### src/sv/ystc_pkg.sv
`default_nettype none

package ystc_pkg;

   localparam int CHAR_W  = 8;
   localparam int TYPE_W  = 3;
   localparam int STATE_W = 6;

   // result codes of the core schema resolution
   typedef enum logic [TYPE_W-1:0] {
      TYPE_STRING = 3'd0,
      TYPE_NULL   = 3'd1,
      TYPE_BOOL   = 3'd2,
      TYPE_INT    = 3'd3,
      TYPE_UINT   = 3'd4,
      TYPE_FLOAT  = 3'd5
   } ystc_scalar_type;

   // recognizer states; the word states are named after the prefix seen so far
   // (l_ lower case, t_ title case, u_ upper case, d marks a leading dot)
   typedef enum logic [STATE_W-1:0] {
      ST_START, ST_DEAD, ST_SIGN, ST_ZERO, ST_INT, ST_PFX_O, ST_OCT, ST_PFX_X,
      ST_HEX, ST_INT_DOT, ST_FRAC, ST_DOT, ST_SDOT, ST_EXP_E, ST_EXP_SIGN,
      ST_EXP_D, ST_FWORD, ST_NULLW, ST_BOOLW,
      // null, Null, NULL
      ST_L_N, ST_L_NU, ST_L_NUL,
      ST_T_N, ST_T_NU, ST_T_NUL,
      ST_U_NU, ST_U_NUL,
      // true, True, TRUE
      ST_L_T, ST_L_TR, ST_L_TRU,
      ST_T_T, ST_T_TR, ST_T_TRU,
      ST_U_TR, ST_U_TRU,
      // false, False, FALSE
      ST_L_F, ST_L_FA, ST_L_FAL, ST_L_FALS,
      ST_T_F, ST_T_FA, ST_T_FAL, ST_T_FALS,
      ST_U_FA, ST_U_FAL, ST_U_FALS,
      // .inf, .Inf, .INF
      ST_L_DI, ST_L_DIN,
      ST_T_DI, ST_T_DIN,
      ST_U_DIN,
      // .nan, .NaN, .NAN
      ST_L_DN, ST_L_DNA,
      ST_T_DN, ST_T_DNA,
      ST_U_DNA
   } ystc_state_type;

   // one step of the recognizer for one character
   function automatic ystc_state_type ystc_next_state(input ystc_state_type s,
                                                      input logic [CHAR_W-1:0] c);
      logic dig;
      logic oct;
      logic hex;
      logic expc;
      ystc_state_type nxt;
      dig  = (c >= "0") && (c <= "9");
      oct  = (c >= "0") && (c <= "7");
      hex  = dig || ((c >= "a") && (c <= "f")) || ((c >= "A") && (c <= "F"));
      expc = (c == "e") || (c == "E");
      nxt  = ST_DEAD;
      unique case (s)
         ST_START: begin
            if (c == "n") nxt = ST_L_N;
            else if (c == "N") nxt = ST_T_N;
            else if (c == "t") nxt = ST_L_T;
            else if (c == "T") nxt = ST_T_T;
            else if (c == "f") nxt = ST_L_F;
            else if (c == "F") nxt = ST_T_F;
            else if (c == "~") nxt = ST_NULLW;
            else if ((c == "+") || (c == "-")) nxt = ST_SIGN;
            else if (c == "0") nxt = ST_ZERO;
            else if (c == ".") nxt = ST_DOT;
            else if (dig) nxt = ST_INT;
         end
         ST_SIGN: begin
            if (c == ".") nxt = ST_SDOT;
            else if (dig) nxt = ST_INT;
         end
         ST_ZERO: begin
            if (c == "o") nxt = ST_PFX_O;
            else if (c == "x") nxt = ST_PFX_X;
            else if (c == ".") nxt = ST_INT_DOT;
            else if (dig) nxt = ST_INT;
            else if (expc) nxt = ST_EXP_E;
         end
         ST_INT: begin
            if (c == ".") nxt = ST_INT_DOT;
            else if (dig) nxt = ST_INT;
            else if (expc) nxt = ST_EXP_E;
         end
         ST_PFX_O, ST_OCT: if (oct) nxt = ST_OCT;
         ST_PFX_X, ST_HEX: if (hex) nxt = ST_HEX;
         ST_INT_DOT, ST_FRAC: begin
            if (dig) nxt = ST_FRAC;
            else if (expc) nxt = ST_EXP_E;
         end
         ST_DOT: begin
            if (c == "i") nxt = ST_L_DI;
            else if (c == "I") nxt = ST_T_DI;
            else if (c == "n") nxt = ST_L_DN;
            else if (c == "N") nxt = ST_T_DN;
            else if (dig) nxt = ST_FRAC;
         end
         ST_SDOT: begin
            if (c == "i") nxt = ST_L_DI;
            else if (c == "I") nxt = ST_T_DI;
            else if (dig) nxt = ST_FRAC;
         end
         ST_EXP_E: begin
            if ((c == "+") || (c == "-")) nxt = ST_EXP_SIGN;
            else if (dig) nxt = ST_EXP_D;
         end
         ST_EXP_SIGN, ST_EXP_D: if (dig) nxt = ST_EXP_D;
         // null words
         ST_L_N:   if (c == "u") nxt = ST_L_NU;
         ST_L_NU:  if (c == "l") nxt = ST_L_NUL;
         ST_L_NUL: if (c == "l") nxt = ST_NULLW;
         ST_T_N: begin
            if (c == "u") nxt = ST_T_NU;
            else if (c == "U") nxt = ST_U_NU;
         end
         ST_T_NU:  if (c == "l") nxt = ST_T_NUL;
         ST_T_NUL: if (c == "l") nxt = ST_NULLW;
         ST_U_NU:  if (c == "L") nxt = ST_U_NUL;
         ST_U_NUL: if (c == "L") nxt = ST_NULLW;
         // true words
         ST_L_T:   if (c == "r") nxt = ST_L_TR;
         ST_L_TR:  if (c == "u") nxt = ST_L_TRU;
         ST_L_TRU: if (c == "e") nxt = ST_BOOLW;
         ST_T_T: begin
            if (c == "r") nxt = ST_T_TR;
            else if (c == "R") nxt = ST_U_TR;
         end
         ST_T_TR:  if (c == "u") nxt = ST_T_TRU;
         ST_T_TRU: if (c == "e") nxt = ST_BOOLW;
         ST_U_TR:  if (c == "U") nxt = ST_U_TRU;
         ST_U_TRU: if (c == "E") nxt = ST_BOOLW;
         // false words
         ST_L_F:    if (c == "a") nxt = ST_L_FA;
         ST_L_FA:   if (c == "l") nxt = ST_L_FAL;
         ST_L_FAL:  if (c == "s") nxt = ST_L_FALS;
         ST_L_FALS: if (c == "e") nxt = ST_BOOLW;
         ST_T_F: begin
            if (c == "a") nxt = ST_T_FA;
            else if (c == "A") nxt = ST_U_FA;
         end
         ST_T_FA:   if (c == "l") nxt = ST_T_FAL;
         ST_T_FAL:  if (c == "s") nxt = ST_T_FALS;
         ST_T_FALS: if (c == "e") nxt = ST_BOOLW;
         ST_U_FA:   if (c == "L") nxt = ST_U_FAL;
         ST_U_FAL:  if (c == "S") nxt = ST_U_FALS;
         ST_U_FALS: if (c == "E") nxt = ST_BOOLW;
         // infinity words
         ST_L_DI:  if (c == "n") nxt = ST_L_DIN;
         ST_L_DIN: if (c == "f") nxt = ST_FWORD;
         ST_T_DI: begin
            if (c == "n") nxt = ST_T_DIN;
            else if (c == "N") nxt = ST_U_DIN;
         end
         ST_T_DIN: if (c == "f") nxt = ST_FWORD;
         ST_U_DIN: if (c == "F") nxt = ST_FWORD;
         // not-a-number words
         ST_L_DN:  if (c == "a") nxt = ST_L_DNA;
         ST_L_DNA: if (c == "n") nxt = ST_FWORD;
         ST_T_DN: begin
            if (c == "a") nxt = ST_T_DNA;
            else if (c == "A") nxt = ST_U_DNA;
         end
         ST_T_DNA: if (c == "N") nxt = ST_FWORD;
         ST_U_DNA: if (c == "N") nxt = ST_FWORD;
         default: nxt = ST_DEAD;
      endcase
      return nxt;
   endfunction

   // type of the scalar that ends in state s
   function automatic ystc_scalar_type ystc_classify(input ystc_state_type s);
      ystc_scalar_type t;
      unique case (s)
         ST_START, ST_NULLW:                      t = TYPE_NULL;
         ST_BOOLW:                                t = TYPE_BOOL;
         ST_ZERO, ST_INT:                         t = TYPE_INT;
         ST_OCT, ST_HEX:                          t = TYPE_UINT;
         ST_INT_DOT, ST_FRAC, ST_EXP_D, ST_FWORD: t = TYPE_FLOAT;
         default:                                 t = TYPE_STRING;
      endcase
      return t;
   endfunction

endpackage

`default_nettype wire

### src/sv/ystc_if.sv
`default_nettype none

// character channel: one byte of a plain scalar per transaction
interface ystc_req_if import ystc_pkg::*; ();
   logic              valid;
   logic              ready;
   logic [CHAR_W-1:0] char_code;
   logic              has_char;
   logic              is_last;

   modport source (output valid, output char_code, output has_char, output is_last,
                   input ready);
   modport sink   (input valid, input char_code, input has_char, input is_last,
                   output ready);
endinterface

// result channel: one scalar type per transaction
interface ystc_rsp_if import ystc_pkg::*; ();
   logic              valid;
   logic              ready;
   logic [TYPE_W-1:0] scalar_type;

   modport source (output valid, output scalar_type, input ready);
   modport sink   (input valid, input scalar_type, output ready);
endinterface

`default_nettype wire

### src/sv/yaml_scalar_type_classifier_top.sv
// YAML core schema scalar type classifier.
// req_chan carries the text of one plain scalar, one byte per transaction,
// with has_char marking a valid byte and is_last ending the scalar. An empty
// scalar is a single transaction with has_char low and is_last high.
// rsp_chan carries one scalar_type per scalar (0 string, 1 null, 2 bool,
// 3 int, 4 uint, 5 float); transactions without is_last give no result.
// Throughput: one transaction per cycle, sustained while rsp_chan takes its
// results. Each byte is held in an input register while the recognizer state
// register takes its step; the type of a finished scalar loads the result
// register when its last byte leaves the input register.
// When rsp_chan stalls, the result register holds and non-final bytes keep
// flowing; a second last byte waits in the input register, and req_chan.ready
// drops only while it waits.
// Reset (synchronous, active high) empties both registers and puts the
// recognizer at the start of a new scalar.
`default_nettype none

module yaml_scalar_type_classifier_top import ystc_pkg::*; (
   input  wire logic  clock,
   input  wire logic  reset,
   ystc_req_if.sink   req_chan,
   ystc_rsp_if.source rsp_chan
);

   // input register
   logic              s1_valid_ff, s1_valid_in;
   logic [CHAR_W-1:0] s1_char_ff;
   logic              s1_has_ff;
   logic              s1_last_ff;

   // recognizer state
   ystc_state_type    state_ff, state_in;
   ystc_state_type    state_step;

   // result register
   logic              out_valid_ff, out_valid_in;
   logic [TYPE_W-1:0] out_type_ff, out_type_in;

   logic              s1_go;
   logic              req_take;

   // a non-final byte always moves on; a final one needs room in the result register
   assign s1_go          = s1_valid_ff && (!s1_last_ff || !out_valid_ff || rsp_chan.ready);
   assign req_chan.ready = !s1_valid_ff || s1_go;
   assign req_take       = req_chan.valid && req_chan.ready;

   assign state_step = s1_has_ff ? ystc_next_state(state_ff, s1_char_ff) : state_ff;

   // next values of control and result
   always_comb begin
      s1_valid_in  = s1_valid_ff;
      state_in     = state_ff;
      out_valid_in = out_valid_ff;
      out_type_in  = out_type_ff;
      if (s1_go) s1_valid_in = 1'b0;
      if (req_take) s1_valid_in = 1'b1;
      if (out_valid_ff && rsp_chan.ready) out_valid_in = 1'b0;
      if (s1_go) begin
         if (s1_last_ff) begin
            state_in     = ST_START;
            out_valid_in = 1'b1;
            out_type_in  = ystc_classify(state_step);
         end else begin
            state_in = state_step;
         end
      end
   end

   // control registers
   always_ff @(posedge clock) begin
      if (reset) begin
         s1_valid_ff  <= 1'b0;
         state_ff     <= ST_START;
         out_valid_ff <= 1'b0;
      end else begin
         s1_valid_ff  <= s1_valid_in;
         state_ff     <= state_in;
         out_valid_ff <= out_valid_in;
      end
   end

   // payload registers
   always_ff @(posedge clock) begin
      if (req_take) begin
         s1_char_ff <= req_chan.char_code;
         s1_has_ff  <= req_chan.has_char;
         s1_last_ff <= req_chan.is_last;
      end
      out_type_ff <= out_type_in;
   end

   assign rsp_chan.valid       = out_valid_ff;
   assign rsp_chan.scalar_type = out_type_ff;

   // recognizer restarts after reset
   a_reset_start: assert property (@(posedge clock)
      reset |=> state_ff == ST_START)
      else $error("recognizer not at start after reset");

   // a finished scalar leaves the recognizer at the start
   a_last_restart: assert property (@(posedge clock) disable iff (reset)
      (s1_go && s1_last_ff) |=> (state_ff == ST_START && out_valid_ff))
      else $error("scalar end did not restart recognizer or raise result");

   // a waiting final byte blocks new transactions
   a_stall_block: assert property (@(posedge clock) disable iff (reset)
      (s1_valid_ff && s1_last_ff && out_valid_ff && !rsp_chan.ready) |-> !req_chan.ready)
      else $error("input taken while final byte waits");

   // results carry a defined type code
   a_type_range: assert property (@(posedge clock) disable iff (reset)
      out_valid_ff |-> out_type_ff <= TYPE_FLOAT)
      else $error("result type code out of range");

endmodule

`default_nettype wire
### src/flat_wrapper.sv
// flat-port wrapper written by rule: the top's interface ports become plain ports
module yaml_scalar_type_classifier_top_flat import ystc_pkg::*;
  (clock, reset, req_chan_valid, req_chan_char_code, req_chan_has_char, req_chan_is_last, req_chan_ready, rsp_chan_valid, rsp_chan_scalar_type, rsp_chan_ready);
  ystc_req_if req_chan_i ();
  ystc_rsp_if rsp_chan_i ();
  input  wire logic clock;
  input  wire logic reset;
  input wire logic [$bits(req_chan_i.valid)-1:0] req_chan_valid;
  input wire logic [$bits(req_chan_i.char_code)-1:0] req_chan_char_code;
  input wire logic [$bits(req_chan_i.has_char)-1:0] req_chan_has_char;
  input wire logic [$bits(req_chan_i.is_last)-1:0] req_chan_is_last;
  output wire logic [$bits(req_chan_i.ready)-1:0] req_chan_ready;
  output wire logic [$bits(rsp_chan_i.valid)-1:0] rsp_chan_valid;
  output wire logic [$bits(rsp_chan_i.scalar_type)-1:0] rsp_chan_scalar_type;
  input wire logic [$bits(rsp_chan_i.ready)-1:0] rsp_chan_ready;
  assign req_chan_i.valid = req_chan_valid;
  assign req_chan_i.char_code = req_chan_char_code;
  assign req_chan_i.has_char = req_chan_has_char;
  assign req_chan_i.is_last = req_chan_is_last;
  assign req_chan_ready = req_chan_i.ready;
  assign rsp_chan_valid = rsp_chan_i.valid;
  assign rsp_chan_scalar_type = rsp_chan_i.scalar_type;
  assign rsp_chan_i.ready = rsp_chan_ready;
  yaml_scalar_type_classifier_top u_core (.clock(clock), .reset(reset), .req_chan(req_chan_i), .rsp_chan(rsp_chan_i));
endmodule
### config.mk
export PLATFORM = sky130hd
export DESIGN_NAME = yaml_scalar_type_classifier_top_flat
export DESIGN_NICKNAME = d
export VERILOG_FILES = /design/src/sv/ystc_pkg.sv /design/src/sv/ystc_if.sv /design/src/sv/yaml_scalar_type_classifier_top.sv /design/src/flat_wrapper.sv
export SDC_FILE = /design/constraint.sdc
export NUM_CORES = 1
export LEC_CHECK = 0
export ABC_AREA = 1
export BUFFER_PORTS_ARGS = -buffer_cell sky130_fd_sc_hd__buf_2
export CORE_ASPECT_RATIO = 1.4
export CORE_MARGIN = 2
export CORE_UTILIZATION = 33
export CTS_BUF_LIST = sky130_fd_sc_hd__clkbuf_2
export CTS_CLUSTER_SIZE = 40
export DETAILED_ROUTE_END_ITERATION = 8
export GPL_TIMING_DRIVEN = 1
export SLEW_MARGIN = 5
export SYNTH_ARGS = -nofsm -noshare
export SYNTH_HDL_FRONTEND = slang
export SYNTH_SLANG_ARGS = --single-unit
### constraint.sdc
create_clock -name clock -period 6 [get_ports clock]
set_input_delay 1.5 -clock clock [delete_from_list [all_inputs] [get_ports clock]]
set_output_delay 1.5 -clock clock [all_outputs]
set_load 0.05 [all_outputs]
* Word-level counts from Yosys, hierarchy flattened *
Memories as Yosys holds them, arrays and structs flattened. A register that Yosys moved wholly into a read port is not among the register bits.
Cells that the tools add are included.

word-level totals
  bits in registers = 18
  memory bits (read-only) = 96
  bits of input ports = 14
  output and inout port bits = 5
  word-level logic and storage cells = 193
  memories = 1

operators by class
  $lt $le $gt $ge = 7
  equal/unequal tests = 78
  multiplexer cells = 72
  reduce and logical (&&, ||, !) cells = 29

memory list
  name              depth  bits a word  rd ports  clocked after memory_dff  write ports  line             text
  (name not given)  32     3            1         1                         0            ystc_pkg.sv:178  unique case (s)

operators by type and width
  cell                number
  $mux 6              45
  $pmux 6 s41         1
  $eq 8x7->1 const B  23
  $eq 6x6->1 const B  24
  $eq 6x5->1 const B  13
  $mux 5              15
  $eq 6x4->1 const B  8
  $eq 8x6->1 const B  4
  $eq 6x3->1 const B  4
  $ge 8x7->1 const B  2
  $le 8x6->1 const B  2
  $le 8x7->1 const B  2
  $mux 4              4
  $reduce_or 2->1     8
  $eq 6x2->1 const B  2
  $ge 8x6->1 const B  1
  $logic_and 1x1->1   7
  $logic_or 1x1->1    7
  $logic_not 6->1     1
  $mux 3              2
  $mux 1              5
  $reduce_or 4->1     1
  $logic_not 1->1     3
  $reduce_and 2->1    1
  $reduce_bool 2->1   1

* Logic depth before layout (Yosys ltp) *
  word-level depth = 16
  mapped depth = 21
  mapped depth without buffers = 21

* Worst setup path after synthesis *
OpenSTA, ideal clock, no wires.

  path type = input port to output port
  from = input rsp_chan_ready
  to = output req_chan_ready
  data arrival time = 2.087 ns
  setup slack = 2.413 ns
  stages on the path = 2
  buffers on the path = 0
  path through = nor2_1 > nand3_1

between the ends
  word-level cells in the longest chain between the ends = 3

ends and longest elaborated chain
  element            line                                   text
  from (decl)        flat_wrapper.sv:15                     input wire logic [$bits(rsp_chan_i.ready)-1:0] rsp_chan_ready;
  $logic_or 1x1->1   yaml_scalar_type_classifier_top.sv:43  assign s1_go = s1_valid_ff && (!s1_last_ff || !out_valid_ff || rsp_chan.ready);
  $logic_and 1x1->1  yaml_scalar_type_classifier_top.sv:43
  $logic_or 1x1->1   yaml_scalar_type_classifier_top.sv:44  assign req_chan.ready = !s1_valid_ff || s1_go;
  to (decl)          flat_wrapper.sv:12                     output wire logic [$bits(req_chan_i.ready)-1:0] req_chan_ready;

Every way passes these cells.

* Worst setup path after layout *
Ends and elaborated chain as after synthesis.

==> results.yml <==
synthesis:
  syn_area_um2: 2920
  yosysTopAreaCell: "nand2_1"
  syn_inst: 540
  synth_area_leaders: "nand2_1 (20%), edfxtp_1 (13%), nor2_1 (11%), nand3_1 (10%), inv_1 (8.4%)"
  synth_nets: 558
  ys_warn_count: 0
  seq_area_frac_synth: 0.189
  synth.avg_cell_area_um2: 5.40
  synth-seq-cells: 21
  synth_top_area_frac: 0.201
  yosysUniqueCellTypes: 35
cells_and_area:
  drive_gt1_frac: 0.125
  final_cell_mix: "nand2_1 (156), nor2_1 (87), inv_1 (65)"
  finish.utilization: 0.364
  antenna_cells: 0
  syn2layout_area_growth_pct: 7.51
  final_area_um2: 3140
  layout_commonest_cell: "nand2_1"
  fill_cells: 991
  nets: 578
timing:
  fin_crit_ps: 3620
  worstMarginPinSlew_ps: 865
  fin_crit_sh: 0.603
  timing.fmax_mhz: 276
  setup_viol: 0
  hold_viol: 0
  skew_ps: 26.0
  timing.setup.tns_ps: 0
  rsz0062_at_grt: "no"
  slew_headroom: 0.417
  slew_violations: 0
  layout_setup_ws_ps: 2380
global_routing:
  grt_util_all_layers: 0.236
  grt_pass1_wl_mm: 17.6
  grt_max_degree: 13
  grt_pass1_vias: 3414
  gr-total-overflow: 0
  antenna_found_initial: 0
clocking:
  clk_latency_ps: 340
  numCtsBuffers: 3
  postCtsSetupRepairBufs: 0
  cts_sinks: 21
  cts_buffer_depth: 2
  cts_hold_buf: 0
  path_clk_slew_ps: 200
  post_cts_resized: 0
  cts_tree: "built"
  htree_levels: 1
  root_buffer: "clkbuf_2"
setup_path:
  cp.required_ps: 4500
  cp.arrival_ps: 2120
  end_kind: "output pin"
  start_kind: "input pin"
  crit_type: "in -> out"
  worstPathMaxFanout: 3
power_and_ir_drop:
  peakVddDrop_v: 0.000118
  finalPower_w: 0.000299
  power_leakage_nw: 1.64
  power_per_cell_area_nw_per_um2: 95.2
route:
  firstDrtPassIters: 5
  vias: 3643
  wl_per_cell_um: 16.9
  initialDrtViolationCount: 386
  wl_mm: 11.2
  ant_nets: 0
  drc: 0
  vias_per_cell: 5.49
floorplanning:
  rows: 40
  ios: 19
  die_w_um: 83.5
  coreArea_um2: 8610
  fp.dieH_um: 115
  die-area_um2: 9620
  initial_core_util: 0.339
placed_design:
  place_ws_ps: 2380
  post_dp_cell_area_um2: 3120
  gp_routability_congestion: 1.00
  dp_hpwl_mm: 9.49
  place.port_buffers: 18
worst_hold_path:
  hold_class: "reg -> reg"
job:
  maxCapViolCount: 0
outcome:
  status: "complete, no violations"
## per-layer routing
metal | vias up | share of wire | global-route usage
li1 | 1777 | - | -
met1 | 1657 | 0.37 | 0.258
met2 | 159 | 0.51 | 0.433
met3 | 50 | 0.045 | 0.0179
met4 | 0 | 0.067 | 0.162
met5 | - | 0 | 0
## metrics by stage
step,hold WS [ps],cells
5_1_grt,571,664
3_3_place_gp,524,660
4_1_cts,560,664
2_1_floorplan,504,540
6_report,553,664
3_5_place_dp,534,660
## path summary, 6_finish.rpt
path	startpoint	end	slack (ps)	depth (start not counted)
worst max-delay path	rsp_chan_ready	req_chan_ready	2380	4
worst min-delay path	u_core.s1_valid_ff$_SDFFE_PP0P_	u_core.s1_valid_ff$_SDFFE_PP0P_	550	2
worst max register to register	u_core.state_ff[5]$_SDFFE_PP0P_	u_core.rsp_chan.scalar_type[0]$_SDFFCE_PP0P_	2590	17
worst min register to register	u_core.s1_valid_ff$_SDFFE_PP0P_	u_core.s1_valid_ff$_SDFFE_PP0P_	550	2
## Yosys cell counts, drive strengths merged
master and number:
o21bai 1, nand3b 2, nand4 5, ha 4
edfxtp 13, o22ai 4, nand3 62, clkinv 2
nor3 19, and2 1, o21a 1, o2111ai 2
dfxtp 8, a21oi 29, a22oi 1, nor4 1
o21ai 27, nor2 104, buf 3, a211oi 1
inv 80, nand2 167, o211ai 3
## layout make-up
| type | count | area (um2) | share of cell area |
|---|---|---|---|
| Multi-Input combinational cell | 434 | 2030 | 0.649 |
| Sequential cell | 21 | 551 | 0.176 |
| Inverter | 82 | 309 | 0.0986 |
| Tap cell | 105 | 131 | 0.0419 |
| Timing Repair Buffer | 18 | 90.1 | 0.0287 |
| Clock buffer | 4 | 20.0 | 0.00638 |
## kinds of logic (layout without fill, tap and decap cells)
family          count (synthesis)  after routing  synth area share
buf+inv                        85            104             0.114
simple gates                  361            361             0.549
flops                          21             21             0.189
compound gates                 69             69             0.131
fa+ha+maj                       4              4            0.0172
## critical path, cell delays in order
cell and delay, ps:
buf_2 100, nor2_1 160, nand3_1 130, buf_2 240
## sequential cells by signal, summed over array words and instances, names as in the netlist
signal and flops:
u_core.s1_has_ff 1, u_core.s1_last_ff 1, u_core.rsp_chan.valid 1, u_core.rsp_chan.scalar_type 3, u_core.s1_char_ff 8, u_core.s1_valid_ff 1, u_core.state_ff 6
## power by group
group / leakage [nW] / internal [W] / switching, W
sequential: 0.191 / 0.000160 / 0.00000696
combinational: 1.43 / 0.0000216 / 0.0000498
clock: 0.0166 / 0.0000176 / 0.0000422
No activity file was read; power rests on OpenSTA's default activity.
